### src/rtl/core/mdifc_pkg.sv
// Package with shared types, constants, and rounding and saturation helpers of the force-capped integrator stage.
`timescale 1ns / 1ps

package mdifc_pkg;

    // One in-flight atom together with the values that travel beside the arithmetic.
    typedef struct packed {
        logic             valid;
        logic             last;
        logic             mzero;
        logic             big;
        logic [30:0]      x;
        logic [2:0][31:0] g;
        logic [2:0][31:0] mom;
        logic [2:0][31:0] pos;
    } t_side;

    // Register indexes on the configuration port.
    typedef enum logic [1:0] {
        REG_VSTEP = 2'd0,
        REG_PSTEP = 2'd1,
        REG_FCAP  = 2'd2,
        REG_NONE  = 2'd3
    } t_reg_idx;

    localparam logic signed [33:0] Q30_ONE = 34'sd1073741824;
    localparam logic signed [33:0] PIH_Q30 = 34'sd1686629713;
    localparam logic [30:0]        PIH_U   = 31'd1686629713;

    // Coefficients of the atan(x)/x polynomial, highest power first, Q30.
    localparam logic signed [32:0] POLY_COEF [9] = '{
        33'sd3077587, -33'sd17357828, 33'sd46073847, -33'sd80841635,
        33'sd114420764, -33'sd152566896, 33'sd214679118, -33'sd357911922,
        33'sd1073741824
    };

    // Signed product shifted right by sh, rounded half away from zero.
    function automatic logic signed [63:0] mul_rnd(input logic signed [33:0] a,
                                                   input logic signed [33:0] b,
                                                   input logic [5:0] sh);
        logic [33:0] ma;
        logic [33:0] mb;
        logic [65:0] p;
        logic [64:0] t;
        logic [63:0] r;
        ma = a[33] ? 34'(-a) : 34'(a);
        mb = b[33] ? 34'(-b) : 34'(b);
        p  = {1'b0, ma[32:0]} * {1'b0, mb[32:0]};
        t  = {1'b0, p[63:0]} + (65'd1 << (sh - 6'd1));
        r  = 64'(t >> sh);
        return (a[33] != b[33]) ? -$signed(r) : $signed(r);
    endfunction

    function automatic logic signed [31:0] sat32(input logic signed [63:0] v);
        if (v > 64'sd2147483647) begin
            return 32'sh7FFFFFFF;
        end else if (v < -64'sd2147483648) begin
            return 32'sh80000000;
        end
        return v[31:0];
    endfunction

endpackage

### src/rtl/core/mdifc_horner_cell.sv
// One Horner step of the atan(x)/x polynomial.
`timescale 1ns / 1ps

module mdifc_horner_cell import mdifc_pkg::*; #(
    parameter int IDX = 1
) (
    input  logic               i_clk,
    input  logic               i_rst_n,
    input  t_side              i_side,
    input  logic [30:0]        i_s,
    input  logic signed [32:0] i_acc,
    output t_side              o_side,
    output logic [30:0]        o_s,
    output logic signed [32:0] o_acc
);
    logic signed [63:0] w_term;
    logic signed [63:0] w_sum;
    logic               r_valid;
    t_side              r_side;

    assign w_term = mul_rnd(34'(i_acc), $signed({3'b000, i_s}), 6'd30);
    assign w_sum  = w_term + 64'(POLY_COEF[IDX]);

    always_ff @(posedge i_clk) begin
        if (!i_rst_n) begin
            r_valid <= 1'b0;
        end else begin
            r_valid <= i_side.valid;
        end
    end

    always_ff @(posedge i_clk) begin
        r_side <= i_side;
        o_s    <= i_s;
        o_acc  <= w_sum[32:0];
    end

    always_comb begin
        o_side       = r_side;
        o_side.valid = r_valid;
    end
endmodule

### config.mk
export PLATFORM = sky130hd
export DESIGN_NAME = mdifc_horner_cell
export DESIGN_NICKNAME = d
export VERILOG_FILES = /design/src/rtl/core/mdifc_pkg.sv /design/src/rtl/core/mdifc_horner_cell.sv
export SDC_FILE = /design/constraint.sdc
export NUM_CORES = 2
export LEC_CHECK = 0
export BUFFER_PORTS_ARGS = -buffer_cell sky130_fd_sc_hd__buf_2
export CAP_MARGIN = 10
export CORE_MARGIN = 2
export CORE_UTILIZATION = 30
export DETAILED_ROUTE_END_ITERATION = 8
export HOLD_SLACK_MARGIN = 0.08
export MAX_ROUTING_LAYER = met4
export PLACE_DENSITY = 0.59
export SYNTH_ARGS = -nofsm -noshare
export SYNTH_HDL_FRONTEND = slang
export SYNTH_SLANG_ARGS = --single-unit
export TNS_END_PERCENT = 50
### constraint.sdc
create_clock -name i_clk -period 17.4 [get_ports i_clk]
set_input_delay 0.87 -clock i_clk [delete_from_list [all_inputs] [get_ports i_clk]]
set_output_delay 0.87 -clock i_clk [all_outputs]
set_load 0.05 [all_outputs]
==> impl_results.md <==
- Status: finished, final reports clean
- Cell mode on critical path: fa_1
- Synth Flop Type: dfxtp_1
- Via-per-instance ratio: 4.77
- Leading cell types by count after synthesis: 1,021 x inv_1, 895 x fa_1, 553 x and2_1
- Yosys reg bits: 387
- Core area: 0.146 mm2
- Deepest clock path buffer count: 3
- Count of input and output buffers: 775
- Final instance area: 0.0525 mm2
- Die Y: 388 um
- Hold Crit Class: in2reg
- Max-slew violations: 0
- Total track usage: 27.0%
- Share of post-route cells with drive strength above 1: 18.4%
- Slowest stage cell, crit path: a2111oi_1
- Maxcap violations: 0
- Synth Net Count: 6,158
- First-pass GRT wire length: 279,000 um
- CP arrival: 14.60 ns
- CP required: 17.92 ns
- Startpoint types: primary input
- Mean Syn Cell Area: 9.63 um2
- Post-synthesis async set-or-reset flop share: 0%
- Nets: 6,798
- Worst-path clk slew: 0.08 ns
- Cts repair resizes: 0
- CTS tree: built
- Cell Area, Synth: 0.0443 mm2
- DIE AREA: 0.151 mm2
- Crit path capture type: flip-flop
- Post-synth top area cell: fa_1
- Yosys top cell area share: 40.5%
- Part of the cycle the worst path needs: 80.9%
- RSZ-0062 raised after global routing: no
- WHS Path Cells: 1
- Io pins: 776
- Sequential share of the synthesized area: 17.5%
- Placer Congestion: 0.972
- Max Fclk: 71.0 MHz
- Worst Setup Path Type: in2reg
- Final min period: 14.07 ns
- Initial antenna violation count: 138
- Distinct cells, synth: 103
- H-tree depth: 2
- Worst stage delay on the critical path: 0.75 ns
- Effective utilization at floorplan: 30.3%
- # Post-CTS Setup Buffers: 0
- Post-synthesis cell count: 4,595
- Final ANT Viol Nets: 0
- Vias: 35,300
- Clk sinks: 387
- Critical Path Stages: 39
- Top-count cell post-synth: inv_1
- Yosys warns: 0
- Finish-stage setup viols: 0
- Final hold viol count: 0
- Worst Tran Pin Value: 1.08 ns
- Gr ovfl total: 0
- Die Width: 388 um
- Vias in the first global route: 35,800
- Ranking of synthesized cells by area: fa_1 40%, dfxtp_1 18%, inv_1 8.7%, ha_1 7.9%, and2_1 7.8%
- First DRT Iteration DRCs: 2,546
- Residual DRC count: 0
- Root Buffer: clkbuf_16
- Slew HR: 27.9%
- PnR worst setup slack: 3.33 ns
- Buffer and inverter count on the worst path: 7
- Family with the most delay on the worst path: simple AND/OR/NAND/NOR gates
- DP Worst Slack: 2.72 ns
- Final WL: 199,000 um
- TritonCTS buffer count: 47
- EDFF count, synth: 0
- DRT Pass-1 Iters: 5
- CP max FO: 33
- CTS hold repair buffers: 0
- Fillers: 15,100
- Row count: 140
- Pin count of the biggest net entering global routing: 46
- Fin Setup TNS: 0 ns
- Fin Hold WS: 0.297 ns
- Area grow syn2layout: 18.6%
- DP Wirelength: 166,000 um
- Drt wl/cell: 26.9 um
- Area post-placement: 0.0503 mm2
==> sequential cells by signal (all words and copies together) (netlist names) <==
register  cells
o_acc        33
o_side      322
o_s          31
r_valid       1
==> logic make-up after synthesis <==
kind of cell               share of synthesized area, %
muxes                                             0.237
buffers and inverters                              10.6
xor gates and xnor gates                           2.10
adders and majority gates                          48.4
and+or+nand+nor                                    15.9
DFF                                                17.5
AOI/OAI and AO/OA                                  5.24
==> through the flow <==
step | std cells | utilization [%]
floorplan | 4595 | -
global placement | 7103 | 34.4
detailed placement | 7103 | 34.4
CTS | 7189 | 35.6
global route | 7383 | 35.9
finish | 7403 | 35.9
==> area by class of cell <==
class	instances	area, um2	area share, %
inverter	1022	3840	7.30
timing repair buffer	816	4190	7.98
multi-input combinational	2961	32100	61.2
clock buffer	59	1290	2.46
antenna	214	536	1.02
tap	1917	2400	4.57
clock inverter	27	379	0.722
sequential	387	7750	14.8
==> layer usage <==
metal  vias up  share of wire, %  track usage [%]
met5         -                 0                -
li1      15200                 -                -
met3       311               6.7             4.50
met2      1436                49             43.8
met4         0               5.6             13.5
met1     18400                39             32.5
==> placed cells by master (no fill, tap or decap), types with 13 or more instances in the layout <==
| cell | Yosys | final |
|---|---|---|
| nor2b_1 | 15 | 15 |
| xnor2_1 | 74 | 47 |
| a21oi_1 | 67 | 67 |
| buf_2 | 5 | 774 |
| xor2_1 | 32 | 29 |
| o31ai_1 | 22 | 22 |
| nand2_1 | 545 | 545 |
| and2_1 | 553 | 553 |
| o21a_1 | 13 | 13 |
| clkbuf_16 | 0 | 47 |
| nand4_1 | 17 | 17 |
| nand3_1 | 27 | 27 |
| nor2_1 | 53 | 53 |
| nor3_1 | 24 | 24 |
| o21ai_0 | 51 | 51 |
| inv_1 | 1021 | 1021 |
| nor4_1 | 14 | 13 |
| ha_1 | 279 | 279 |
| dfxtp_1 | 387 | 387 |
| fa_1 | 895 | 895 |
| or4_1 | 17 | 17 |
| or3_1 | 18 | 18 |
| diode_2 | 0 | 214 |
| buf_4 | 2 | 42 |
| xnor2_2 | 0 | 19 |
| a21o_1 | 29 | 29 |
==> worst paths after layout <==
path / start / slack (ns) / to
max: i_acc[0] / 3.33 / o_acc[31]
min: i_side[219] / 0.30 / o_side[219]
Power is not shown: default switching activity piles up to over one toggle a cycle in this logic, so the estimate is an artifact.
