===== src/rtl/core/mdifc_pkg.sv =====
// Package with shared types, constants, and rounding and saturation helpers of the force-capped integrator stage.
`timescale 1ns / 1ps

package mdifc_pkg;

    // One in-flight atom together with the values that travel beside the arithmetic.
    typedef struct packed {
        logic             valid;
        logic             last;
        logic             mzero;
        logic             big;
        logic [30:0]      x;
        logic [2:0][31:0] g;
        logic [2:0][31:0] mom;
        logic [2:0][31:0] pos;
    } t_side;

    // Register indexes on the configuration port.
    typedef enum logic [1:0] {
        REG_VSTEP = 2'd0,
        REG_PSTEP = 2'd1,
        REG_FCAP  = 2'd2,
        REG_NONE  = 2'd3
    } t_reg_idx;

    localparam logic signed [33:0] Q30_ONE = 34'sd1073741824;
    localparam logic signed [33:0] PIH_Q30 = 34'sd1686629713;
    localparam logic [30:0]        PIH_U   = 31'd1686629713;

    // Coefficients of the atan(x)/x polynomial, highest power first, Q30.
    localparam logic signed [32:0] POLY_COEF [9] = '{
        33'sd3077587, -33'sd17357828, 33'sd46073847, -33'sd80841635,
        33'sd114420764, -33'sd152566896, 33'sd214679118, -33'sd357911922,
        33'sd1073741824
    };

    // Signed product shifted right by sh, rounded half away from zero.
    function automatic logic signed [63:0] mul_rnd(input logic signed [33:0] a,
                                                   input logic signed [33:0] b,
                                                   input logic [5:0] sh);
        logic [33:0] ma;
        logic [33:0] mb;
        logic [65:0] p;
        logic [64:0] t;
        logic [63:0] r;
        ma = a[33] ? 34'(-a) : 34'(a);
        mb = b[33] ? 34'(-b) : 34'(b);
        p  = {1'b0, ma[32:0]} * {1'b0, mb[32:0]};
        t  = {1'b0, p[63:0]} + (65'd1 << (sh - 6'd1));
        r  = 64'(t >> sh);
        return (a[33] != b[33]) ? -$signed(r) : $signed(r);
    endfunction

    function automatic logic signed [31:0] sat32(input logic signed [63:0] v);
        if (v > 64'sd2147483647) begin
            return 32'sh7FFFFFFF;
        end else if (v < -64'sd2147483648) begin
            return 32'sh80000000;
        end
        return v[31:0];
    endfunction

endpackage


===== src/rtl/core/mdifc_sqrt_cell.sv =====
// One digit cell of the pipelined integer square root.
`timescale 1ns / 1ps

module mdifc_sqrt_cell import mdifc_pkg::*; (
    input  logic        i_clk,
    input  logic        i_rst_n,
    input  t_side       i_side,
    input  logic [63:0] i_rad,
    input  logic [33:0] i_rem,
    input  logic [31:0] i_root,
    output t_side       o_side,
    output logic [63:0] o_rad,
    output logic [33:0] o_rem,
    output logic [31:0] o_root
);
    logic [35:0] w_trial;
    logic [35:0] w_cur;
    logic [35:0] w_diff;
    logic        w_ge;
    logic [33:0] n_rem;
    logic        r_valid;
    t_side       r_side;

    assign w_cur   = {i_rem, i_rad[63:62]};
    assign w_trial = {2'b00, i_root, 2'b01};
    assign w_diff  = w_cur - w_trial;
    assign w_ge    = (w_cur >= w_trial);
    assign n_rem   = w_ge ? w_diff[33:0] : w_cur[33:0];

    always_ff @(posedge i_clk) begin
        if (!i_rst_n) begin
            r_valid <= 1'b0;
        end else begin
            r_valid <= i_side.valid;
        end
    end

    always_ff @(posedge i_clk) begin
        r_side <= i_side;
        o_rad  <= {i_rad[61:0], 2'b00};
        o_rem  <= n_rem;
        o_root <= {i_root[30:0], w_ge};
    end

    always_comb begin
        o_side       = r_side;
        o_side.valid = r_valid;
    end
endmodule


===== config.mk =====
export PLATFORM = sky130hd
export DESIGN_NAME = mdifc_sqrt_cell
export DESIGN_NICKNAME = d
export VERILOG_FILES = /design/src/rtl/core/mdifc_pkg.sv /design/src/rtl/core/mdifc_sqrt_cell.sv
export SDC_FILE = /design/constraint.sdc
export NUM_CORES = 1
export LEC_CHECK = 0
export BUFFER_PORTS_ARGS = -buffer_cell sky130_fd_sc_hd__clkbuf_2
export CAP_MARGIN = 40
export CORE_AREA = 2 2 357 359
export DETAILED_ROUTE_END_ITERATION = 10
export DIE_AREA = 0 0 359 361
export PLACE_DENSITY = 0.35
export SYNTH_ARGS = -nofsm -noshare
export SYNTH_HDL_FRONTEND = slang
export SYNTH_SLANG_ARGS = --single-unit

===== constraint.sdc =====
create_clock -name i_clk -period 3.6 [get_ports i_clk]
set_clock_uncertainty 0.05 [all_clocks]
set_input_delay 0.72 -clock i_clk [delete_from_list [all_inputs] [get_ports i_clk]]
set_output_delay 0.72 -clock i_clk [all_outputs]
set_load 0.01 [all_outputs]

==> out/results.ini <==
[floorplan]
start_util_pct = 9.18
pin_count = 908
die_width_um = 359
core_sq_um = 125000
die-height_um = 361
die_area_sq_um = 130000
rows = 130

[critical_path]
critPathKind = input port to register
max_stage_delay_ps = 730
crit_chain = clkbuf_2 > inv_1 > ha_1 > nand4_2 > nor4_1 > nand2_1 > o311ai_1 > a211oi_1 > o21a_2 > buf_4 > o41ai_2
critPathArrivalTime_ps = 3520
crit_path_start_kind = input port
critPathSlowestCell = nor4_1
cp-end-kind = register
crit_path_max_fanout = 16
required_ps = 4110

[grt]
grt_max_degree = 27
antenna_found_initial = 39
grt_pass1_wl_mm = 97.8
grt-ovfl-total = 0
grt_pass1_vias = 10132
grt_use_total_pct = 11.4

[routing]
vias_per_cell = 2.82
wl_mm = 76.6
dr.pass1.iters = 4
num_vias = 9861
drt_iter0_drc = 391
post_drt_wl_per_cell_um = 21.9
drcViolationCount = 0
antenna_left = 0

[final_layout]
stdcell_area_sq_um = 20100
layout-drive-gt1-share_pct = 56.1
area_growth_pct = 74.2
stdcell_count = 3493
fin_nets = 2282
fill_cells = 14199

[pwr]
internal-power_mw = 9.42
seqPwrFrac_pct = 42.3
combinationalPowerShare_pct = 11.2
peakVddDrop_mv = 0.368
power.density_nw_per_um2 = 640
power.switching_mw = 3.42
p_clk_share_pct = 46.5
p_leak_nw = 9.73
swShare_pct = 26.6
power_mw = 12.8

[logic_synthesis]
synth_mux_area_share_pct = 0.478
ys_warn_count = 0
syn_avg_cell_area_sq_um = 13.8
synth_area_sq_um = 11500
yosys.area.top_type = dfxtp_1
synth_enable_flop_cells = 0
synth_compound_area_share_pct = 8.10
netlist.area_leader.share_pct = 78.4
yosysSeqAreaShare_pct = 78.4
synth_seq_cells = 451
yosys.area_share.simple_pct = 4.92
ys_top_cells_by_area = dfxtp_1, ha_1, nand2_1, o21ai_0, inv_1
async_flop_share_pct = 0
synthCells = 832
synth_ff_type = dfxtp_1
synth_top_family_by_area = compound AO/OA/AOI/OAI gates
synthAdderAreaFrac_pct = 3.69
synth_cell_types = 62
synth_xor_area_share_pct = 2.05

[timing]
min_period_ps = 3000
holdWs_ps = 103
slew_headroom_pct = 47.5
rsz0062_at_grt = false
max_freq_mhz = 333
tightest_slew_ps = 781
fin_ws_ps = 596
layout_worst_path_cycle_share_pct = 83.4
hold_viol = 0
setup_viol_count_final = 0
drv_slew = 0

[clock_network]
cts_tree = built
cts-resized-gates = 0
h-tree-depth = 2
clockBufferDepth = 3
postCtsSetupBuffers = 0
hold_buffers = 0
cts.sinks = 451
cts-root-buf = clkbuf_16
path_clk_slew_ps = 60
numCtsBuffers = 57

[place]
dp_slack_ps = -185
numPlacedInstances = 3384
gp_congestion = 0.798
port_buffers = 905
dpl_cell_area_sq_um = 18100
dp_hpwl_mm = 66.9

[worst_hold_path]
hold_depth = 1
min-delay-start = i_side[302]
holdPathEnd = o_side[302]$_DFF_P_
hp-class = input port to register

[status]
outcome = finished clean

[job]
cap_violations = 0

## worst max path at each step
stage	startpoint	endpoint	slack, ps	cells after the start
2_1_floorplan	i_root[9]	o_rem[27]$_DFF_P_	730	10
3_3_place_gp	i_root[10]	o_rem[33]$_DFF_P_	-90	11
3_5_place_dp	i_root[10]	o_rem[33]$_DFF_P_	-190	11
4_1_cts	i_root[10]	o_rem[33]$_DFF_P_	570	11
5_1_grt	i_root[10]	o_rem[33]$_DFF_P_	430	11
6_report	i_root[10]	o_rem[33]$_DFF_P_	600	11
## layout by cell type (no fill, tap or decap), types with 3 or more instances in the layout
cell and n:
clkbuf_2 905, dfxtp_1 451, nand2_1 58, clkbuf_16 58, inv_1 42, o21ai_0 41, ha_1 34, a21oi_1 28
a21o_1 19, nor2_1 18, xnor2_1 14, clkbuf_1 14, xor2_1 13, buf_4 13, nor3_1 10, clkbuf_8 9
diode_2 6, nand4_1 6, nand3_1 6, clkinvlp_4 6, clkinv_2 5, nand2b_1 5, bufinv_16 5, a31oi_1 4
and2_1 4, o31ai_1 4, o21ai_1 4, mux2i_1 4, clkinv_4 4, and3_2 3, o41ai_2 3
## critical path: cells and delay by family
kind | cells | cell delay [ps]
adder cells (fa/ha/maj) | 1 | 450
AO/OA/AOI/OAI | 4 | 950
AND/OR/NAND/NOR | 3 | 1050
buffers and inverters | 3 | 340
## power groups by stage
stage	Sequential, mW	Combinational [mW]	Clock (mW)
3_3_place_gp	5.55	1.50	0
4_1_cts	5.45	1.50	6.29
2_1_floorplan	5.70	0.365	0
6_report	5.44	1.43	5.97
5_1_grt	5.47	1.57	6.47
3_5_place_dp	5.55	1.49	0
## synth_stat cells (all sizes together), types with 10 or more instances
library cell  count
o21ai            46
buf              10
inv              42
nor2             18
a21oi            28
nor3             10
xnor2            14
ha               34
xor2             13
a21o             20
nand2            58
dfxtp           451
## cell families (layout without fill, tap and decap cells)
group	after synthesis	in the layout
adder cells (fa/ha/maj)	34	34
other	1	8
buffers and inverters	60	1064
AO/OA/AOI/OAI	133	133
flip-flops	451	451
multiplexers	5	5
AND/OR/NAND/NOR	121	121
XOR/XNOR	27	27
## state kept, by name, summed over array words and instances, names as in the netlist
| register | cells |
|---|---|
| o_rem | 34 |
| o_side | 322 |
| o_rad | 62 |
| o_root | 32 |
| r_valid | 1 |
## through the flow
step           TNS, ps  utilization (%)
3_3_place_gp      -217             14.4
6_report             0             16.0
2_1_floorplan        0                -
4_1_cts              0             16.0
3_5_place_dp     -2230             14.4
5_1_grt              0             16.0
## cell type report
type | instances | area (sq um) | area share (%)
repair buffers | 918 | 4630 | 23.1
multi-input cells | 322 | 2220 | 11.1
inverters | 43 | 163 | 0.811
flip-flops and latches | 451 | 9030 | 45.0
clock buffers | 81 | 1630 | 8.12
diodes | 6 | 15.0 | 0.0749
clock inverters | 22 | 309 | 1.54
well taps | 1650 | 2060 | 10.3
## metal layers
layer  GRT usage, %  up-vias  share of wire, %
met5              0        -              0.22
met4           2.52       26               2.0
met3           6.34      105                12
met2           20.2      535                50
met1           11.7     4498                36
li1               -     4697                 -
Note: power is estimated with default switching activity, not from simulation.
