<file path="src/rtl/core/mdifc_pkg.sv">
// Package with shared types, constants, and rounding and saturation helpers of the force-capped integrator stage.
`timescale 1ns / 1ps

package mdifc_pkg;

    // One in-flight atom together with the values that travel beside the arithmetic.
    typedef struct packed {
        logic             valid;
        logic             last;
        logic             mzero;
        logic             big;
        logic [30:0]      x;
        logic [2:0][31:0] g;
        logic [2:0][31:0] mom;
        logic [2:0][31:0] pos;
    } t_side;

    // Register indexes on the configuration port.
    typedef enum logic [1:0] {
        REG_VSTEP = 2'd0,
        REG_PSTEP = 2'd1,
        REG_FCAP  = 2'd2,
        REG_NONE  = 2'd3
    } t_reg_idx;

    localparam logic signed [33:0] Q30_ONE = 34'sd1073741824;
    localparam logic signed [33:0] PIH_Q30 = 34'sd1686629713;
    localparam logic [30:0]        PIH_U   = 31'd1686629713;

    // Coefficients of the atan(x)/x polynomial, highest power first, Q30.
    localparam logic signed [32:0] POLY_COEF [9] = '{
        33'sd3077587, -33'sd17357828, 33'sd46073847, -33'sd80841635,
        33'sd114420764, -33'sd152566896, 33'sd214679118, -33'sd357911922,
        33'sd1073741824
    };

    // Signed product shifted right by sh, rounded half away from zero.
    function automatic logic signed [63:0] mul_rnd(input logic signed [33:0] a,
                                                   input logic signed [33:0] b,
                                                   input logic [5:0] sh);
        logic [33:0] ma;
        logic [33:0] mb;
        logic [65:0] p;
        logic [64:0] t;
        logic [63:0] r;
        ma = a[33] ? 34'(-a) : 34'(a);
        mb = b[33] ? 34'(-b) : 34'(b);
        p  = {1'b0, ma[32:0]} * {1'b0, mb[32:0]};
        t  = {1'b0, p[63:0]} + (65'd1 << (sh - 6'd1));
        r  = 64'(t >> sh);
        return (a[33] != b[33]) ? -$signed(r) : $signed(r);
    endfunction

    function automatic logic signed [31:0] sat32(input logic signed [63:0] v);
        if (v > 64'sd2147483647) begin
            return 32'sh7FFFFFFF;
        end else if (v < -64'sd2147483648) begin
            return 32'sh80000000;
        end
        return v[31:0];
    endfunction

endpackage

</file>
<file path="src/rtl/core/mdifc_div_cell.sv">
// One quotient-bit cell of the pipelined restoring divider.
`timescale 1ns / 1ps

module mdifc_div_cell import mdifc_pkg::*; #(
    parameter int RW = 31,
    parameter int NW = 63
) (
    input  logic          i_clk,
    input  logic          i_rst_n,
    input  t_side         i_side,
    input  logic [RW-1:0] i_rem,
    input  logic [NW-1:0] i_nq,
    input  logic [RW-1:0] i_div,
    output t_side         o_side,
    output logic [RW-1:0] o_rem,
    output logic [NW-1:0] o_nq,
    output logic [RW-1:0] o_div
);
    logic [RW:0]   w_cur;
    logic [RW:0]   w_diff;
    logic          w_ge;
    logic          r_valid;
    t_side         r_side;

    assign w_cur  = {i_rem, i_nq[NW-1]};
    assign w_diff = w_cur - {1'b0, i_div};
    assign w_ge   = (w_cur >= {1'b0, i_div});

    always_ff @(posedge i_clk) begin
        if (!i_rst_n) begin
            r_valid <= 1'b0;
        end else begin
            r_valid <= i_side.valid;
        end
    end

    always_ff @(posedge i_clk) begin
        r_side <= i_side;
        o_rem  <= w_ge ? w_diff[RW-1:0] : w_cur[RW-1:0];
        o_nq   <= {i_nq[NW-2:0], w_ge};
        o_div  <= i_div;
    end

    always_comb begin
        o_side       = r_side;
        o_side.valid = r_valid;
    end
endmodule

</file>
<file path="config.mk">
export PLATFORM = sky130hd
export DESIGN_NAME = mdifc_div_cell
export DESIGN_NICKNAME = d
export VERILOG_FILES = /design/src/rtl/core/mdifc_pkg.sv /design/src/rtl/core/mdifc_div_cell.sv
export SDC_FILE = /design/constraint.sdc
export NUM_CORES = 1
export LEC_CHECK = 0
export BUFFER_PORTS_ARGS = -buffer_cell sky130_fd_sc_hd__buf_2
export CORE_AREA = 2 2 350 352
export CTS_CLUSTER_DIAMETER = 30
export DETAILED_ROUTE_END_ITERATION = 8
export DIE_AREA = 0 0 352 354
export GPL_TIMING_DRIVEN = 0
export PLACE_DENSITY = 0.36
export SKIP_LAST_GASP = 1
export SLEW_MARGIN = 5
export SYNTH_ARGS = -nofsm -noshare
export SYNTH_HDL_FRONTEND = slang
export SYNTH_SLANG_ARGS = --single-unit
</file>
<file path="constraint.sdc">
create_clock -name i_clk -period 2.9 [get_ports i_clk]
set_input_delay 0.29 -clock i_clk [delete_from_list [all_inputs] [get_ports i_clk]]
set_output_delay 0.29 -clock i_clk [all_outputs]
set_load 0.05 [all_outputs]
</file>
==> results of run 1 <==
path summary, 6_finish.rpt:
check,to,slack [ns],depth (start not counted)
setup / recovery,o_rem[23],0.20,11
hold / removal,o_div[0],-0.31,1
area by class of cell:
class | count | area, um2 | area share, %
repair buffers | 1345 | 8984 | 32.89
flip-flops and latches | 448 | 8969 | 32.84
clock buffers | 180 | 3879 | 14.20
well taps | 1625 | 2033 | 7.444
multi-input cells | 275 | 1881 | 6.885
clock inverters | 84 | 1320 | 4.833
inverters | 41 | 153.9 | 0.5635
plain buffers | 9 | 63.81 | 0.2336
diodes | 12 | 30.03 | 0.1099
cell families after synthesis:
kind of cell,Yosys count,share of synthesized area (%)
AND/OR/NAND/NOR,105,4.434
adder cells (fa/ha/maj),32,3.687
flip-flops,448,81.08
XOR/XNOR,23,1.821
buffers and inverters,50,1.923
AO/OA/AOI/OAI,115,7.058
per-layer routing:
| layer | GRT usage, % | share of wire (%) | up-vias |
|---|---|---|---|
| met1 | 12.49 | 37 | 5367 |
| met4 | 7.382 | 5.7 | 16 |
| met2 | 18.84 | 46 | 648 |
| met5 | 0 | 0.14 | - |
| met3 | 6.861 | 12 | 165 |
| li1 | - | - | 5619 |
cell usage after synthesis (all sizes together) (2+ instances only):
cell    number  area (um2)
or2          2       12.52
a21oi       42       255.3
nand2       34       127.6
nand3        5       25.02
o211ai       2       15.01
o21bai       4       41.29
nor4         2       12.51
inv         41       153.9
o311ai       3       26.28
ha          31       387.9
or3          2       12.51
xnor2        9       78.83
o21a         5       37.54
or4          2       15.01
nor2        36       135.1
xor2        14       122.6
dfxtp      448        8969
nor2b        2       12.51
nor3         6       35.03
nand4        5       31.28
o31ai        5       37.54
buf          8       55.05
o21ai       28       151.4
and3         4       30.03
a21o         9       68.82
a211oi       5       42.54
a31oi        4       31.28
timing repair:
item,4_1_cts,5_1_grt
gates resized for setup,0,3
hold buffers,444,3
buffers inserted,0,1
endpoints found under the hold margin,447,4
endpoints found under the setup margin,0,4
state kept, by name, summed over array words and instances (netlist names):
name and count:
o_side 322, o_nq 63, o_div 31, o_rem 31, r_valid 1
power breakdown:
part	internal, mW	switching, mW	leakage, nW
logic	1.12	2.50	6.44
registers	6.60	0.106	3.78
clock network	11.5	4.85	2.49
total	19.2	7.46	12.7
==> impl_results.md, run 1 <==
* Status: complete, but fails checks
* Failing checks: negative hold slack
* H-Tree Depth at 4
* Share of cells above drive strength 1 at roughly half
* Post-Route WL at 76,470 um
* Asr flop ratio synth at 0%
* Data required, critical path at 3.48 ns
* Mapped Area at 0.01106 mm2
* Cell leakage power at 12.71 nW
* CTS Sinks at 448
* Mean post-synth cell area at 14.31 um2
* Initial drt markers at between 400 and 500
* Die H at between 300 and 400 um
* Final nets at 2,745
* Initial Util at 9.148%
* Final period util at 92.93%
* DP HPWL at approximately 62,000 um
* Worst Setup Path Type: input pin to flop
* Flop and latch count out of synthesis at 448
* GPL Wtd Cong at 0.7936
* DP Cell Count at 3,295
* Family with the most delay on the worst path: compound AO/OA/AOI/OAI gates
* Detail Route Antenna Nets at 0
* Place WS at -0.6174 ns
* Worst-path clk slew at 0.04 ns
* Post-synthesis sequential area ratio at 81.08%
* Largest net degree at the start of global routing at 17
* Main synth FF type: dfxtp_1
* Worst setup EP type: flop
* Yosys Warn Count at 0
* Setup WS post-layout at 0.2049 ns
* Placed Area at 0.01758 mm2
* Total nets after synthesis at ~1,300
* Top-Level Pins at 898
* Critical Path, Cell by Cell: dlygate4sd3_1 > buf_2 > ha_1 > a21oi_1 > o21ai_0 > or4_1 > a21oi_1 > or2_2 > o21ai_0 > xnor2_1 > o21ai_0
* Worst setup path start: i_rem[13]
* CTS Buffer Depth at 3
* Commonest non-fill, non-tap cell in the layout: buf_2
* Die Wd at 352 um
* WL/cell at ~19 um
* Power Density at 976.7 mW/mm2
* Tot Pwr at 26.67 mW
* Initial antenna violation count at 26
* Vias/cell at 2.940
* Max stage delay on crit path at 0.53 ns
* F_max at about 370 MHz
* Hold Slack at -0.3129 ns
* PortBufs at 897
* Crit-path slowest cell: dlygate4sd3_1
* Slew HR at a little under three fifths
* Post-route cell area at 0.02731 mm2
* Layout Area Growth over Synthesis at 146.9%
* Most frequent CP cell: o21ai_0
* Total grt overflow at 0
* Fin util at a little under a quarter
* Vias in the first global route at 12,900
* Vias at 11,820
* Hold Crit Class: input pin to flop
* Worst Path Max Fanout at 5
* Setup TNS at 0 ns
* CTS tree: yes
* RSZ-0062 raised after global routing: yes
* Final Max Tran Viols at 0
* Setup Viol. Count Final at 0
* Hold_sp: i_div[0]
* Data arrival, critical path at 3.27 ns
* Core box area at 0.1209 mm2
* DR DRC count at 0
* Final Hold Fails at 2
* Fillcell total at 13,070
* Root Driver: clkbuf_16
* Full die area at roughly 0.12 mm2
* Num CTS Buffers at 143
* Period minus WS final at 2.695 ns
* Tightest Pin Transition at 0.6385 ns
* Fin cells at 4,019
* Max_cap viols at 0
* First-pass GRT wire length at 101,300 um
* Setup crit start kind: input pin
* GRT Overall Usage at approximately an eighth
* Distinct cell type count after synthesis at 57
* TritonRoute pass-1 iters at 5
* Count of flip-flops with a built-in enable after synthesis at 0
* Cell count after synthesis at 773
* Most frequent cells in the layout: buf_2, dfxtp_1, dlygate4sd3_1
* Buf/Inv on CP at 2
* Site Rows at approximately 130
* VDD IR-drop max at approximately 0.55 mV
Power figures use the tool's default switching activity.
==> run 2: changes to the inputs <==
CORE_AREA = 2 2 349 351   (was 2 2 350 352)
DIE_AREA = 0 0 351 353   (was 0 0 352 354)
PLACE_DENSITY = 0.37   (was 0.36)
clock period = 2.39 ns   (was 2.9 ns; I/O delays follow)
==> impl_results.md, run 2 (synthesized netlist as in run 1, its figures left out) <==
* Die Wd at 351 um (-0.28%)
* Tightest Pin Transition at 0.5237 ns (-0.1148 ns)
* Worst Path Max Fanout at 10 (+5)
* Cell leakage power at 12.49 nW (-1.7%)
* GPL Wtd Cong at 0.7850 (-1.1%)
* DR DRC count at 0 (unchanged)
* Largest register FFs at 322 (unchanged)
* DRT met1 WL at 29,430 um (+3.8%)
* Vias at 11,780 (-0.28%)
* Final Max Tran Viols at 0 (unchanged)
* CTS Buffer Depth at 3 (unchanged)
* DP HPWL at 62,020 um (+0.17%)
* VDD IR-drop max at 0.6304 mV (+15%)
* PortBufs at 897 (unchanged)
* Commonest non-fill, non-tap cell in the layout: buf_2
* Post-Route WL at 77,270 um (+1.0%)
* Hold Crit Class: input pin to flop
* Slew HR at 64.79% (+7.9 points)
* Root Driver: clkbuf_16
* Worst-path clk slew at 0.04 ns (about the same)
* Top-Level Pins at 898 (unchanged)
* GRT Overall Usage at 12.09% (+0.050 points)
* Vias in the first global route at 12,750 (-1.2%)
* Place WS at -0.9208 ns (-0.3034 ns)
* Fin util at 22.28% (-0.30 points)
* Setup WS post-layout at 0.09903 ns (-0.1059 ns)
* Setup crit start kind: input pin
* Site Rows at 128 (unchanged)
* Wire length on met2 at 36,660 um (+5.3%)
* Status: complete, but fails checks
* H-Tree Depth at 4 (unchanged)
* Data required, critical path at 2.97 ns (-0.51 ns)
* Core box area at 0.1206 mm2 (-0.26%)
* CTS Sinks at 448 (unchanged)
* Initial antenna violation count at 36 (+38%)
* TritonRoute pass-1 iters at 5 (unchanged)
* Die H at 353 um (-0.28%)
* F_max at 436.5 MHz
* Setup Viol. Count Final at 0 (unchanged)
* CTS tree: yes
* Failing checks: negative hold slack
* Total grt overflow at 0 (unchanged)
* Worst Setup Path Type: input pin to flop
* Max_cap viols at 0 (unchanged)
* Most frequent cells in the layout: buf_2, dfxtp_1, dlygate4sd3_1
* WL/cell at 19.33 um (+1.6%)
* Share of cells above drive strength 1 at 49.17% (+0.096 points)
* Period minus WS final at around 2.3 ns
* Power Density at 1152 mW/mm2 (+18%)
* Tot Pwr at 30.95 mW (+16%)
* Num CTS Buffers at 135 (-5.6%)
* Data arrival, critical path at 2.87 ns (-0.40 ns)
* Vias/cell at 2.948 (+0.27%)
* Fillcell total at 13,070 (+0.015%)
* Initial Util at 9.173% (+0.024 points)
* Setup TNS at 0 ns (unchanged)
* Final period util at 95.86%
* First-pass GRT wire length at 100,600 um (-0.73%)
* Worst setup EP type: flop
* RSZ-0062 raised after global routing: no
* Final nets at 2,734 (-0.40%)
* Layout Area Growth over Synthesis at 142.9%
* Met3 wire length at 8600 um (-2.7%)
* Detail Route Antenna Nets at 0 (unchanged)
* Hold Slack at -0.3450 ns (-0.03207 ns)
* Largest net degree at the start of global routing at 17 (unchanged)
* Top sig layer: met5
* Full die area at 0.1239 mm2 (-0.57%)
* Final Hold Fails at 4 (+2)
* Initial drt markers at 378 (-18%)
[run 2: per-stage QoR]
step	area [um2]	hold WS, ns	instances
after CTS	26760	-0.4313	3976
after floorplan	11060	0.2667	773
after detailed placement	17580	0.3426	3295
after global routing	26840	-0.4148	3985
after global placement	17580	0.3416	3295
final	26870	-0.3450	3997
[run 2: power breakdown]
part,switching [mW],internal (mW),leakage (nW)
registers,0.131,8.01,3.78
logic,3.01,1.37,6.43
clock network,5.57,12.9,2.27
[run 2: path summary, 6_finish.rpt]
| kind | cells after the start | endpoint | slack [ns] | from |
|---|---|---|---|---|
| setup / recovery | 15 | o_rem[25] | 0.1 | i_nq[62] |
| hold / removal | 1 | o_div[0] | -0.34 | i_div[0] |
[run 2: per-layer routing]
layer,track usage [%],vias to the layer above
met1,12.89,5404
met4,4.927,20
li1,-,5597
met3,6.337,155
met2,19.96,606
met5,0,-
[run 2: critical path, cell delays in order]
cell	delay, ns
buf_2	0.09
inv_1	0.04
ha_1	0.21
fa_1	0.40
nor2b_1	0.19
o31a_1	0.26
o21bai_4	0.09
a21oi_4	0.25
a21o_2	0.28
o21ai_4	0.07
buf_12	0.16
inv_2	0.09
buf_6	0.19
buf_8	0.22
a21oi_2	0.08
[run 2: layout make-up]
type | instances | area, um2 | share of cell area [%]
multi-input combinational | 275 | 1902 | 7.077
sequential | 448 | 8969 | 33.37
clock buffer | 166 | 3676 | 13.68
clock inverter | 74 | 1075 | 3.999
buffer | 9 | 70.07 | 0.2607
timing repair buffer | 1342 | 8954 | 33.32
antenna | 17 | 42.54 | 0.1583
tap | 1625 | 2033 | 7.566
inverter | 41 | 153.9 | 0.5727
[run 2: what timing repair did]
| action | in CTS | in global routing |
|---|---|---|
| gates resized for setup | 4 | 9 |
| hold buffers | 441 | 3 |
| setup buffers | 0 | 1 |
| setup endpoints to repair | 3 | 32 |
| endpoints found under the hold margin | 447 | 7 |
| pin swaps | 0 | 1 |
